## src/rtl/sem_pkg.sv

```systemverilog
// Shared types, constants and column helper functions for the Sobel edge magnitude block.
// Depends on nothing; sem_col_cell and sobel_edge_magnitude in rtl/ import it.
`timescale 1ns / 1ps
`default_nettype none

package sem_pkg;

    // Fixed field widths.
    localparam int PIX_W    = 8;
    localparam int CFG_W    = 11;
    localparam int OUT_XY_W = 10;
    localparam int APB_AW   = 3;
    localparam int APB_DW   = 32;
    localparam int TDATA_IN_W  = 8;
    localparam int TDATA_OUT_W = 32;

    // Defaults and limits.
    localparam int MAX_WIDTH_DEF  = 1024;
    localparam int MAX_HEIGHT_DEF = 1024;
    localparam logic [CFG_W-1:0] DIM_RESET = 11'd1024;
    localparam int MIN_DIM  = 3;
    localparam logic [PIX_W-1:0] EDGE_MAX = 8'd255;

    // Register indexes, taken from paddr[2].
    localparam logic REG_IMAGE_WIDTH  = 1'b0;
    localparam logic REG_IMAGE_HEIGHT = 1'b1;

    // One image column of the 3x3 window.
    typedef struct packed {
        logic [PIX_W-1:0] bot;
        logic [PIX_W-1:0] mid;
        logic [PIX_W-1:0] top;
    } column_t;

    // Weighted column sum top + 2*mid + bot, used for the horizontal gradient.
    function automatic logic [PIX_W+1:0] col_sum(input column_t c);
        col_sum = {2'b00, c.top} + {1'b0, c.mid, 1'b0} + {2'b00, c.bot};
    endfunction

    // Column difference top - bot, used for the vertical gradient.
    function automatic logic signed [PIX_W:0] col_diff(input column_t c);
        col_diff = $signed({1'b0, c.top}) - $signed({1'b0, c.bot});
    endfunction

endpackage

`default_nettype wire

```

## src/rtl/sem_col_cell.sv

```systemverilog
// One window cell: holds one image column and passes it to the next cell on every shift.
// Depends on sem_pkg for the column type and the column sum and difference functions.
`timescale 1ns / 1ps
`default_nettype none

module sem_col_cell (
    input  wire logic                              aclk,
    input  wire logic                              aresetn,
    input  wire logic                              shift_en,
    input  wire sem_pkg::column_t                  col_in,
    output sem_pkg::column_t                       col_out,
    output logic            [sem_pkg::PIX_W+1:0]   col_sum_out,
    output logic signed     [sem_pkg::PIX_W:0]     col_diff_out
);

    import sem_pkg::*;

    column_t col_reg;

    // Take the neighbour's column whenever a word leaves the read stage.
    always_ff @(posedge aclk) begin
        if (!aresetn) begin
            col_reg <= '0;
        end else if (shift_en) begin
            col_reg <= col_in;
        end
    end

    assign col_out      = col_reg;
    assign col_sum_out  = col_sum(col_reg);
    assign col_diff_out = col_diff(col_reg);

endmodule

`default_nettype wire

```

## config.mk

```make
export PLATFORM = sky130hd
export DESIGN_NAME = sem_col_cell
export DESIGN_NICKNAME = d
export VERILOG_FILES = /design/src/rtl/sem_pkg.sv /design/src/rtl/sem_col_cell.sv
export SDC_FILE = /design/constraint.sdc
export NUM_CORES = 1
export LEC_CHECK = 0
export ABC_CLOCK_PERIOD_IN_PS = 4900
export BUFFER_PORTS_ARGS = -buffer_cell sky130_fd_sc_hd__buf_4
export CORE_MARGIN = 3
export CORE_UTILIZATION = 40
export CTS_CLUSTER_SIZE = 12
export DETAILED_ROUTE_END_ITERATION = 10
export GPL_TIMING_DRIVEN = 0
export PLACE_DENSITY = 0.69
export SLEW_MARGIN = 30
export SYNTH_ARGS = -nofsm -noshare
export SYNTH_HDL_FRONTEND = slang
export SYNTH_SLANG_ARGS = --single-unit
```

## constraint.sdc

```tcl
create_clock -name aclk -period 4.9 [get_ports aclk]
set_input_delay 0.49 -clock aclk [delete_from_list [all_inputs] [get_ports aclk]]
set_output_delay 0.49 -clock aclk [all_outputs]
set_load 0.01 [all_outputs]
```

==> impl_metrics.env, run 1 <==
export IMPL_switchingPower_mw=0.190
export IMPL_io_buffers=68
export IMPL_cts_root_buf="clkbuf_8"
export IMPL_drc=0
export IMPL_wl_per_cell_um=12.9
export IMPL_dieArea_um2=5000
export IMPL_power_frac_clock=0.270
export IMPL_ys_types=28
export IMPL_post_cts_resized=0
export IMPL_antenna_found_initial=0
export IMPL_p_sw_frac=0.297
export IMPL_pre_cts_ws_ns=2.04
export IMPL_num_nets_final=294
export IMPL_synthFlopType="dfxtp_1"
export IMPL_yosysSeqAreaShare=0.287
export IMPL_min_period_ns=3.13
export IMPL_relSlewSlack=0.736
export IMPL_io_pins=70
export IMPL_place_area_um2=2240
export IMPL_die_x_um=70.7
export IMPL_post_drt_via_cell_ratio=4.67
export IMPL_synth_largest_area_cell="dfxtp_1"
export IMPL_rows=22
export IMPL_drt_iter0_markers=20
export IMPL_cts_tree="yes"
export IMPL_setup_tns_final_ns=0
export IMPL_worst_slew_pin_slew_ns=0.396
export IMPL_power_density_nw_per_um2=276
export IMPL_area_growth_pct=38.3
export IMPL_total_leakage_power_nw=1.20
export IMPL_comb_power_share=0.384
export IMPL_p_int_mw=0.449
export IMPL_dp_hpwl_um=3130
export IMPL_die_h_um=70.7
export IMPL_start_util=0.434
export IMPL_fmax_ghz=0.319
export IMPL_ys_async_sr_fraction=0
export IMPL_drt_pass1_iterations=4
export IMPL_cts_buffers_inserted=3
export IMPL_vias=1345
export IMPL_syn_avg_cell_area_um2=9.96
export IMPL_gp_congestion=0.788
export IMPL_worstPathRequired_ns=4.41
export IMPL_path_clk_slew_ns=0.08
export IMPL_synth_edf_count=0
export IMPL_slew_viol_final=0
export IMPL_worst_slack_ns=1.77
export IMPL_cp_end_kind="output port"
export IMPL_diodes=0
export IMPL_ant_nets=0
export IMPL_max_cap_violations=0
export IMPL_clk_path_buf_depth=2
export IMPL_cts_sinks=24
export IMPL_vdd_drop_max_v=0.000174
export IMPL_grt_first_pass_wirelength_um=6410
export IMPL_yosys_area_top_type_share=0.287
export IMPL_cp_max_fo=4
export IMPL_hold_path_class="input pin to flop"
export IMPL_status="finished clean"
export IMPL_synth_most_common_cell="nor2b_1"
export IMPL_drive_gt1_frac=0.333
export IMPL_grt_usage=0.159
export IMPL_grt_ovfl_total=0
export IMPL_syn_num_nets=221
export IMPL_startpoint_type="flop"
export IMPL_power_frac_seq=0.347
export IMPL_dp_cells=284
export IMPL_ys_warn_count=0
export IMPL_htree_levels=1
export IMPL_finalSetupViolCount=0
export IMPL_core_um2=3850
export IMPL_worstPathArrival_ns=2.64
export IMPL_skew_ns=0
export IMPL_syn_cell_area_um2=1670
export IMPL_clkLatencyLatePin_ns=0.27
export IMPL_synth_seq_cells=24
export IMPL_drt_total_wl_um=3720
export IMPL_largest_reg_flops=24
export IMPL_cts_hold_buf=0
export IMPL_utilization=0.601
export IMPL_grt_max_degree=15
export IMPL_holdWs_ns=0.471
export IMPL_hold_viol=0
export IMPL_synthTopCellsByArea="dfxtp_1 (29%), mux2i_1 (14%), ha_1 (13%), fa_1 (11%), nor2b_1 (9.7%)"
export IMPL_rsz0062_at_grt="false"
export IMPL_grt_pass1_vias=1366
export IMPL_stdcell_area_um2=2320
export IMPL_critical_path_class="flop to output port"
export IMPL_syn_inst=168
export IMPL_total_power_mw=0.639
export IMPL_fin_cells=288
export IMPL_synth_top_cells_by_count="nor2b_1 (26), dfxtp_1 (24), mux2i_1 (24)"
export IMPL_post_cts_setup_buffer_count=0
export IMPL_period_share=0.639
[cell type report]
class	count	area (um^2)
fill	361	1540
sequential	24	480
clock inverter	1	30.0
inverter	17	63.8
multi-input combinational	121	1100
timing repair buffer	68	510
buffer	6	30.0
clock buffer	3	41.3
tap	48	60.1
[kinds of logic (layout without fill, tap and decap cells)]
group                    Yosys count  count (layout)  share of synthesized area
XOR/XNOR                          10              10                     0.0523
buffers and inverters             23              95                     0.0561
adder cells (fa/ha/maj)           26              26                      0.235
AND/OR/NAND/NOR                   37              37                      0.135
AO/OA/AOI/OAI                     24              24                     0.0919
flip-flops                        24              24                      0.287
multiplexers                      24              24                      0.143
[critical path, cell delays in order (launching register included)]
cell and delay [ns]:
dfxtp_1 0.38, inv_1 0.10, fa_1 0.53, inv_1 0.04, ha_1 0.21, fa_1 0.40
a21oi_1 0.24, o21a_1 0.19, xnor2_1 0.13, buf_4 0.14
[power groups by stage]
stage	Combinational [mW]	Sequential [mW]	Clock, mW
6_report	0.245	0.221	0.172
5_1_grt	0.276	0.224	0.188
4_1_cts	0.250	0.222	0.179
3_5_place_dp	0.248	0.226	0
3_3_place_gp	0.246	0.226	0
2_1_floorplan	0.136	0.228	0
[routing by layer]
metal / part of all wire / track usage / up-vias
met5: 0 / 0 / -
met4: 0.0078 / 0.0313 / 0
met3: 0.070 / 0.0398 / 4
met2: 0.46 / 0.268 / 44
met1: 0.46 / 0.207 / 590
li1: - / - / 707
[path summary, 6_finish.rpt]
kind	start	to	slack (ns)	cells past startpoint
min	aresetn	col_out[13]	0.47	2
max reg2reg	col_out[4]	col_out[4]	4.19	2
max	col_out[1]	col_sum_out[7]	1.77	9
min reg2reg	col_out[8]	col_out[8]	0.55	2
[cells in the final DEF, fill, tap and decap left out, types with 4 or more instances in the layout]
master	Yosys	layout
xnor2_1	8	8
nor2b_1	26	26
ha_1	17	17
mux2i_1	24	24
o21ai_0	4	4
inv_1	17	17
dfxtp_1	24	24
fa_1	9	9
a21oi_1	7	7
buf_4	1	69
Note: power is estimated with default switching activity, not from simulation.
==> run 2: changes to the inputs <==
--- a/config.mk
+++ b/config.mk
@@ -5,14 +5,14 @@
 export SDC_FILE = /design/constraint.sdc
 export NUM_CORES = 1
 export LEC_CHECK = 0
-export ABC_CLOCK_PERIOD_IN_PS = 4900
+export ABC_CLOCK_PERIOD_IN_PS = 2800
 export BUFFER_PORTS_ARGS = -buffer_cell sky130_fd_sc_hd__buf_4
 export CORE_MARGIN = 3
 export CORE_UTILIZATION = 40
 export CTS_CLUSTER_SIZE = 12
 export DETAILED_ROUTE_END_ITERATION = 10
 export GPL_TIMING_DRIVEN = 0
-export PLACE_DENSITY = 0.69
+export PLACE_DENSITY = 0.71
 export SLEW_MARGIN = 30
 export SYNTH_ARGS = -nofsm -noshare
 export SYNTH_HDL_FRONTEND = slang
==> constraint.sdc (replaced) <==
create_clock -name aclk -period 2.8 [get_ports aclk]
set_input_delay 0.28 -clock aclk [delete_from_list [all_inputs] [get_ports aclk]]
set_output_delay 0.28 -clock aclk [all_outputs]
set_load 0.01 [all_outputs]
==> impl_metrics.env, run 2 (same netlist as run 1, synthesis figures left out) <==
export IMPL_grt_max_degree=14
export IMPL_grt_first_pass_wirelength_um=6060
export IMPL_area_growth_pct=40.7
export IMPL_gp_congestion=0.722
export IMPL_max_cap_violations=0
export IMPL_io_buffers=68
export IMPL_diodes=0
export IMPL_relSlewSlack=0.757
export IMPL_start_util=0.434
export IMPL_stdcell_area_um2=2360
export IMPL_slew_viol_final=0
export IMPL_r2r_cells=2
export IMPL_vdd_drop_max_v=0.000298
export IMPL_place_area_um2=2240
export IMPL_setup_tns_final_ns=0
export IMPL_ant_nets=0
export IMPL_cts_sinks=24
export IMPL_drt_total_wl_um=3780
export IMPL_clkLatencyLatePin_ns=0.26
export IMPL_fmax_ghz=0.368
export IMPL_layout_common_cells="buf_4 (72), nor2b_1 (26), mux2i_1 (24)"
export IMPL_path_buf_inv=3
export IMPL_layout_commonest_cell="buf_4"
export IMPL_total_leakage_power_nw=1.20
export IMPL_grt_pass1_vias=1313
export IMPL_grt_ovfl_total=0
export IMPL_worst_slack_ns=0.0795
export IMPL_cp_depth=9
export IMPL_cts_hold_buf=0
export IMPL_grt_usage=0.150
export IMPL_cts_tree="yes"
export IMPL_drt_pass1_iterations=4
export IMPL_period_share=0.972
export IMPL_num_nets_final=297
export IMPL_rows=22
export IMPL_min_period_ns=2.72
export IMPL_finalSetupViolCount=0
export IMPL_drive_gt1_frac=0.395
export IMPL_worst_slew_pin_slew_ns=0.364
export IMPL_pre_cts_ws_ns=0.143
export IMPL_clk_path_buf_depth=2
export IMPL_drt_iter0_markers=68
export IMPL_die_x_um=70.7
export IMPL_total_power_mw=1.06
export IMPL_worst_hold_path_num_cells=3
export IMPL_wl_per_cell_um=13.0
export IMPL_dieArea_um2=5000
export IMPL_cpPeakStageDelay_ns=0.56
export IMPL_status="finished clean"
export IMPL_post_drt_via_cell_ratio=4.73
export IMPL_cts_buffers_inserted=3
export IMPL_path_delay_family="adder cells"
export IMPL_path_cells="inv_2 -> fa_1 -> inv_2 -> ha_4 -> fa_2 -> a21oi_2 -> o21a_1 -> xnor2_1 -> buf_4"
export IMPL_fin_cells=291
export IMPL_cpMaxStageDelayCell="fa_1"
export IMPL_drc=0
export IMPL_hold_viol=0
export IMPL_power_density_nw_per_um2=449
export IMPL_io_pins=70
export IMPL_worstPathRequired_ns=2.52
export IMPL_path_clk_slew_ns=0.09
export IMPL_startpoint_type="flop"
export IMPL_largest_reg_flops=24
export IMPL_dp_cells=284
export IMPL_final_fill_count=357
export IMPL_antenna_found_initial=0
export IMPL_critical_path_class="flop to output port"
export IMPL_vias=1376
export IMPL_htree_levels=1
export IMPL_cp_end_kind="output port"
export IMPL_hold_path_class="input pin to flop"
export IMPL_skew_ns=0
export IMPL_cp_common_cell="inv_2"
export IMPL_cts_root_buf="clkbuf_8"
export IMPL_core_um2=3850
export IMPL_die_h_um=70.7
export IMPL_worstPathArrival_ns=2.44
export IMPL_cp_max_fo=4
export IMPL_dp_hpwl_um=3180
## run 2: cell types whose count changed in the layout (fill, tap and decap cells not counted), sizes merged
cell / delta
bufinv: -1
buf: +3
clkbuf: +1
## run 2: stage by stage
step	hold WS (ns)	util
6_report	0.269	0.611
5_1_grt	0.271	0.611
4_1_cts	0.265	0.601
3_5_place_dp	0.541	0.582
3_3_place_gp	0.534	0.582
2_1_floorplan	0.408	-
## run 2: worst reg2reg max path, delay by kind of cell, from the launching register on
| kind | cells | cell delay, ns |
|---|---|---|
| DFF | 1 | 0.45 |
| and+or+nand+nor | 1 | 0.10 |
| muxes | 1 | 0.10 |
## run 2: per-layer routing
metal | up-vias | share of wire | GRT usage
li1 | 707 | - | -
met1 | 627 | 0.49 | 0.225
met2 | 40 | 0.45 | 0.228
met3 | 2 | 0.045 | 0.0128
met4 | 0 | 0.011 | 0.0501
met5 | - | 0 | 0
## run 2: power by group
part	leakage (nW)	total, mW	switching (mW)	internal [mW]
clock	0.0288	0.230	0.105	0.125
sequential	0.201	0.390	0.0277	0.363
combinational	0.972	0.436	0.199	0.237
## run 2: worst paths after layout
path                     from              to  slack (ns)
setup / recovery   col_out[1]  col_sum_out[7]        0.08
hold / removal     col_in[22]     col_out[22]        0.27
setup reg to reg  col_out[22]     col_out[22]        2.09
hold reg to reg   col_out[15]     col_out[15]        0.55
## run 2: area by class of cell
class                      count  area [um^2]  area share
clock buffer                   4         55.1      0.0234
sequential                    24          492       0.209
buffer                         6         30.0      0.0127
tap                           48         60.1      0.0255
multi-input combinational    121         1120       0.476
inverter                      17         63.8      0.0271
timing repair buffer          71          533       0.226
## run 2: timing repair
action,CTS,global route
setup buffers,1,2
pin swaps,1,10
resized for setup,3,13
endpoints found under the setup margin,5,5
